===== config.mk =====
export PLATFORM = sky130hd
export DESIGN_NAME = cfs_div
export DESIGN_NICKNAME = d
export VERILOG_FILES = /design/src/sv/cfs_pkg.sv /design/src/sv/cfs_div.sv
export SDC_FILE = /design/constraint.sdc
export NUM_CORES = 2
export LEC_CHECK = 0
export BUFFER_PORTS_ARGS = -buffer_cell sky130_fd_sc_hd__buf_2
export CAP_MARGIN = 20
export CORE_MARGIN = 2
export CORE_UTILIZATION = 40
export CTS_CLUSTER_SIZE = 24
export DETAILED_ROUTE_END_ITERATION = 10
export PLACE_DENSITY = 0.63
export SLEW_MARGIN = 20
export SYNTH_ARGS = -nofsm -noshare
export SYNTH_HDL_FRONTEND = slang
export SYNTH_SLANG_ARGS = --single-unit

===== constraint.sdc =====
create_clock -name i_clk -period 3.9 [get_ports i_clk]
set_input_delay 0.39 -clock i_clk [delete_from_list [all_inputs] [get_ports i_clk]]
set_output_delay 0.39 -clock i_clk [all_outputs]
set_load 0.03 [all_outputs]

===== src/sv/cfs_pkg.sv =====
`default_nettype none
package cfs_pkg;

    localparam int unsigned DIV_STEPS  = 16;
    localparam int unsigned DIV_LAT    = DIV_STEPS + 3;
    localparam int unsigned FRONT_LAT  = 4;
    localparam int unsigned BACK_LAT   = 4;
    localparam int unsigned PIPE_DEPTH = FRONT_LAT + DIV_LAT + BACK_LAT;
    localparam int unsigned NUM_BOUNDS = 10;
    localparam int unsigned NUM_MIN1   = NUM_BOUNDS / 2;
    localparam int unsigned DLY_LEN    = DIV_LAT + 2;

    localparam logic [16:0] LAM_ONE   = 17'h10000;
    localparam logic [14:0] DIM_MAX   = 15'd16384;
    localparam logic [16:0] RATIO_MAX = 17'd65536;
    localparam logic signed [63:0] ONE_Q16 = 64'sd65536;

    localparam logic [2:0] REG_FRAME_WIDTH  = 3'd0;
    localparam logic [2:0] REG_FRAME_HEIGHT = 3'd1;
    localparam logic [2:0] REG_CROP_RATIO   = 3'd2;
    localparam logic [2:0] REG_MIN_SCALE    = 3'd3;
    localparam logic [2:0] REG_MAX_SCALE    = 3'd4;
    localparam logic [2:0] REG_MAX_SKEW     = 3'd5;

    typedef struct packed {
        logic signed [31:0] x;
        logic signed [31:0] y;
        logic signed [31:0] a;
        logic signed [31:0] b;
        logic               last;
    } t_xform;

    // one violated-bound check: factor = num / |d|
    typedef struct packed {
        logic               act;
        logic               neg;
        logic signed [63:0] num;
        logic signed [63:0] d;
    } t_bound;

endpackage
`default_nettype wire


===== src/sv/cfs_div.sv =====
`default_nettype none
module cfs_div (
    input  logic            i_clk,
    input  cfs_pkg::t_bound i_bound,
    output logic [16:0]     o_factor
);
    import cfs_pkg::*;

    logic               r_act1;
    logic signed [63:0] r_num1;
    logic [62:0]        r_den1;
    logic signed [63:0] n_mag;

    logic [62:0] r_rem  [DIV_STEPS+1];
    logic [62:0] r_den  [DIV_STEPS+1];
    logic [15:0] r_q    [DIV_STEPS+1];
    logic        r_fix  [DIV_STEPS+1];
    logic [16:0] r_fval [DIV_STEPS+1];
    logic [16:0] r_out;

    logic n_le0;
    logic n_ge;

    assign n_mag = i_bound.neg ? -i_bound.d : i_bound.d;

    always_ff @(posedge i_clk) begin
        r_act1 <= i_bound.act;
        r_num1 <= i_bound.num;
        r_den1 <= n_mag[62:0];
    end

    // quotient saturates to 0 or one outside the open interval
    assign n_le0 = r_num1[63] || (r_num1 == '0);
    assign n_ge  = !n_le0 && (r_num1[62:0] >= r_den1);

    always_ff @(posedge i_clk) begin
        r_fix[0]  <= !r_act1 || n_le0 || n_ge;
        r_fval[0] <= (!r_act1 || n_ge) ? LAM_ONE : 17'd0;
        r_rem[0]  <= r_num1[62:0];
        r_den[0]  <= r_den1;
        r_q[0]    <= '0;
    end

    for (genvar k = 0; k < DIV_STEPS; k++) begin : g_step
        logic [63:0] w_sh;
        logic [63:0] w_diff;
        logic        w_ge;
        assign w_sh   = {r_rem[k], 1'b0};
        assign w_ge   = w_sh >= {1'b0, r_den[k]};
        assign w_diff = w_sh - {1'b0, r_den[k]};
        always_ff @(posedge i_clk) begin
            r_rem[k+1]  <= w_ge ? w_diff[62:0] : w_sh[62:0];
            r_den[k+1]  <= r_den[k];
            r_q[k+1]    <= {r_q[k][14:0], w_ge};
            r_fix[k+1]  <= r_fix[k];
            r_fval[k+1] <= r_fval[k];
        end
    end

    always_ff @(posedge i_clk) begin
        r_out <= r_fix[DIV_STEPS] ? r_fval[DIV_STEPS] : {1'b0, r_q[DIV_STEPS]};
    end

    assign o_factor = r_out;

endmodule
`default_nettype wire


# --- After elaboration in Yosys (flattened, before gate mapping) ---
# Memory sizes are Yosys's and may differ from the RTL's.
# Index checks and enable logic that the tools add are counted.
word_totals:
  output_inout_bits: 17
  regBits: 145
  mem_bits_rw: 2720
  input_bits: 131
  memories: 5
  word_cells: 71
classes:
  magnitude_cmp: 17
  reduce_logical: 8
  addsub: 17
  n_mux: 19
mem_list:
  columns: ["memory", "words", "word_bits", "read_ports", "rd_clocked_by_memory_dff", "write_ports", "line", "rtl"]
  rows:
  - ["r_den", 17, 63, 16, 0, 17, "cfs_div.sv:15", "logic [62:0] r_den [DIV_STEPS+1];"]
  - ["r_rem", 17, 63, 16, 0, 17, "cfs_div.sv:14", "logic [62:0] r_rem [DIV_STEPS+1];"]
  - ["r_fval", 17, 17, 17, 0, 17, "cfs_div.sv:18", "logic [16:0] r_fval [DIV_STEPS+1];"]
  - ["r_q", 17, 16, 17, 0, 17, "cfs_div.sv:16", "logic [15:0] r_q [DIV_STEPS+1];"]
  - ["r_fix", 17, 1, 17, 0, 17, "cfs_div.sv:17", "logic r_fix [DIV_STEPS+1];"]
ops:
  columns: ["operator", "n"]
  rows:
  - ["2-to-1 mux 63 bit", 17]
  - ["greater-or-equal comparator 64 x 63 -> 1 bit", 16]
  - ["subtractor 63 bit", 16]
  - ["zero test 64 bit", 1]
  - ["greater-or-equal comparator 63 bit", 1]
  - ["negator 63 bit", 1]
  - ["2-to-1 mux 17 bit", 1]
  - ["2-to-1 mux 16 bit", 1]
  - ["logical OR 1 bit", 4]
  - ["zero test 1 bit", 2]
  - ["logical AND 1 bit", 1]

# --- Longest topological paths before layout ---
depth:
  depth_word: 6
  ltp_mapped: 18
  mapped_depth_nobuf: 14

# --- Least setup slack after synthesis ---
# OpenSTA, ideal clock, no wires.
synth_path:
  kind: "reg-to-reg"
  from: "memory r_den[2][0], in the netlist r_den[0][126]"
  to: "memory r_rem[3][1], in the netlist r_rem[0][190]"
  path_stages_with_launch: 16
  path_buffers: 2
  t_required_ns: 3.777
  arrival_ns: 3.692
  slack_ns: 0.085
  period_less_slack_ns: 3.815
  setup_time_ns: 0.123
  path_cell_list: "dfxtp_1 inv_1 fa_1 a21o_1 a21o_1 a221oi_2 or3_1 a21oi_1 a2111o_1 a21bo_1 a21o_1 a41o_1 a31oi_1 buf_4 buf_6 mux2_1"
synth_lines:
  columns: ["element", "line"]
  rows:
  - ["start: declaration", "cfs_div.sv:15"]
  - ["end: declaration", "cfs_div.sv:14"]

# --- Final worst setup path ---
layout_path:
  from: "input port i_bound[27] (netlist name)"
  to: "register r_den1[58]"
layout_between:
  elab_chain_len: 2
layout_lines:
  columns: ["element", "line", "rtl"]
  rows:
  - ["start: declaration", "cfs_div.sv:4", "input cfs_pkg::t_bound i_bound,"]
  - ["negator 63 bit", "cfs_div.sv:24", "assign n_mag = i_bound.neg ? -i_bound.d : i_bound.d;"]
  - ["2-to-1 mux 63 bit", "cfs_div.sv:24", null]
  - ["via n_mag[58]", "cfs_div.sv:12", "logic signed [63:0] n_mag;"]
  - ["end signal: assignment", "cfs_div.sv:29", "r_den1 <= n_mag[62:0];"]
  - ["end: declaration", "cfs_div.sv:11", "logic [62:0] r_den1;"]
# The timed path passes the listed nets, and every way through them passes these cells.
# A chain may end at the register's enable or synchronous reset.

==> impl_metrics.toml <==
[timing]
tightest_slew_ns = 0.985
finalSetupViolCount = 0
finalClockSkew_ns = 0.0622
fin_setup_tns_ns = 0
period_minus_slack_ns = 3.87
fin_crit_sh = 0.993
rsz0062_at_grt = "yes"
hold_violations = 0
maxSlewHeadroom = 0.343
finalMaxSlewViolations = 0
fmax_mhz = 258

[placed_design]
routabilityCongestion = 0.944
io_buffer_count = 146
place_hpwl_um = 240000
dp.cells = 18700

[synthesis]
syn_nets = 15100
synthesis.area_sq_mm = 0.119
yosysMostFrequentCell = "dfxtp_1"
synth_edf_count = 0
synth_seq_area_share = 0.392
yosysTopAreaCell = "dfxtp_1"
synth_warnings = 0
async_flop_share = 0
synth_top_area_frac = 0.392
synthTopCellsByCount = "dfxtp_1 (2,331), a21oi_1 (1,318), inv_1 (1,315), nand2_1 (1,209), o21ai_0 (1,139)"
synthCells = 13900
synth_cell_types = 90
synthFlopType = "dfxtp_1"
synthTopCellsByArea = "dfxtp_1 (39%), ha_1 (11%), a21oi_1 (5.5%), o21ai_0 (4.8%), a21o_1 (4.7%)"
avgSynthCellArea_sq_um = 8.56
synth-seq-cells = 2331

[routing]
vias = 98100
m1WireLength_um = 132000
highest_layer = "met4"
firstDrtPassIters = 8
postRouteAntennaNets = 0
drc = 0
wl_met3_um = 9740
drt-wirelength-per-cell_um = 15.9
drt_iter0_drc = 5922
routed_via_density = 5.07
wirelength_um = 308000
wl_met2_um = 149000

[cts]
cts_sinks = 2331
clk_latency_ns = 0.94
htree_levels = 4
cts-root-buf = "clkbuf_16"
cts_max_path_buffers = 4
cts_tree = "yes"
cts_buffers = 245
clk_pin_slew_ns = 0.06

[global_routing]
grt_overflow = 0
grt_max_degree = 60
antenna_found_initial = 3
grt_pass1_vias = 97000
grt_pass1_wl_um = 484000
track_usage = 0.194

[power]
power_density_mw_per_mm2 = 974
p_leak_uw = 0.0682
vdd_drop_max_uv = 572

[setup_path]
cp_max_fo = 4
endpoint_kind = "flop"
crit_arrival_ns = 4.74
critPathKind = "in2reg"
crit_required_ns = 4.77
cp-start-kind = "input port"

[hold_path]
hold_path_class = "in2reg"

[floorplan]
num_io_pins = 148
die-area_sq_mm = 0.302
coreArea_sq_mm = 0.297
num_rows = 200
die-height_um = 550
initial_utilization = 0.402
die_x_um = 550

[final_layout]
area_growth_pct = 21.2
fillers = 28300
seqCellArea_sq_mm = 0.0467
multi_input_area_sq_mm = 0.0665
fin_cells = 19400
drive_gt1_frac = 0.147
layout.nets = 16400

[status]
status = "complete, no violations"

[flow_run]
maxCapViolations = 0
[logic make-up (layout without fill, tap and decap cells)]
group                      Yosys count  after routing  share of synthesized area
buffers and inverters             1864           3366                     0.0594
and+or+nand+nor                   3266           3266                      0.129
muxes                              167            167                     0.0158
DFF                               2331           2331                      0.392
AOI/OAI and AO/OA                 4262           4262                      0.221
xor gates and xnor gates           930            930                     0.0684
adders and majority gates         1086           1086                      0.115
other                                0              6                          0
[critical path, cell delays in order]
cell,delay (ns)
dlygate4sd3_1,0.55
buf_2,0.14
or3_1,0.41
or3_1,0.37
or3_1,0.36
or3_1,0.39
or3_1,0.44
or2_1,0.30
nor2_1,0.16
nand2_1,0.18
o31ai_1,0.32
xnor2_1,0.16
dlygate4sd3_1,0.56
[per-stage QoR]
stage	total power, uW	cell area, sq um	hold WS, ns	setup slack [ns]	utilization
5_1_grt	152000	144000	0.0334	-0.0909	0.487
4_1_cts	139000	143000	0.0158	0.000869	0.482
3_3_place_gp	113000	132000	0.310	-0.243	0.447
2_1_floorplan	88600	119000	0.310	0.0847	-
3_5_place_dp	113000	132000	0.312	-0.226	0.447
6_report	141000	144000	0.0878	0.0266	0.487
[routing by layer]
layer / track usage / up-vias
met5: 0 / -
met1: 0.227 / 44200
met3: 0.0217 / 837
li1: - / 51000
met2: 0.347 / 2100
met4: 0.103 / 0
[report_power, final]
group          internal (uW)  switching (uW)
clock network          14400            9510
logic                  37300           43100
registers              31800            4450
total                  83500           57100
[what timing repair did]
item,CTS,global route
buffers inserted,5,29
endpoints found under the setup margin,285,716
gates resized for setup,47,197
hold endpoints to repair,128,0
hold buffers,175,0
cloned,3,15
pin swaps,16,74
[flip-flops by register name, indices dropped and copies added (netlist names)]
signal and cells:
o_factor 17, r_act1 1, r_den 1008, r_den1 63, r_fix 17, r_fval 17
r_num1 64, r_q 136, r_rem 1008
[cell type report]
cell class | instances | share of cell area
multi-input cells | 9711 | 0.461
flip-flops and latches | 2331 | 0.323
repair buffers | 1607 | 0.0896
clock buffers | 340 | 0.0489
inverters | 1315 | 0.0342
well taps | 3939 | 0.0341
clock inverters | 104 | 0.00912
diodes | 6 | 0.000104
[path summary, 6_finish.rpt]
kind                               from                    end  slack (ns)  cells after the start
hold / removal             i_bound[129]         r_act1$_DFF_P_        0.09                      2
setup / recovery            i_bound[27]     r_den1[58]$_DFF_P_        0.03                     13
hold reg to reg     r_q[11][10]$_DFF_P_    r_q[12][11]$_DFF_P_        0.30                      0
setup reg to reg  r_den[0][316]$_DFF_P_  r_rem[0][427]$_DFF_P_        0.04                     18
[placed cells by master, fill, tap and decap left out, types with 46 or more instances in the layout]
cell type / Yosys / layout
mux2_2: 159 / 159
clkbuf_8: 0 / 49
dlygate4sd3_1: 0 / 175
o21a_1: 111 / 111
nor4_1: 50 / 46
ha_1: 1071 / 1071
a21o_1: 747 / 746
o21bai_1: 168 / 166
nor3_1: 137 / 130
a211oi_1: 82 / 58
nor2_1: 744 / 740
a21oi_1: 1318 / 1282
xnor2_1: 562 / 562
nand4_1: 291 / 291
and2_1: 56 / 56
o21ai_0: 1139 / 1110
xor2_1: 368 / 368
or3_1: 51 / 50
o31ai_1: 85 / 77
nor2b_1: 171 / 171
dfxtp_1: 2331 / 2325
nand2b_1: 114 / 114
inv_1: 1315 / 1315
nand3_1: 189 / 185
clkbuf_16: 0 / 263
and3_1: 114 / 114
nand2_1: 1209 / 1209
a31oi_1: 123 / 110
clkinv_2: 0 / 50
buf_4: 4 / 1225
buf_2: 38 / 146
Power figures use the tool's default switching activity.
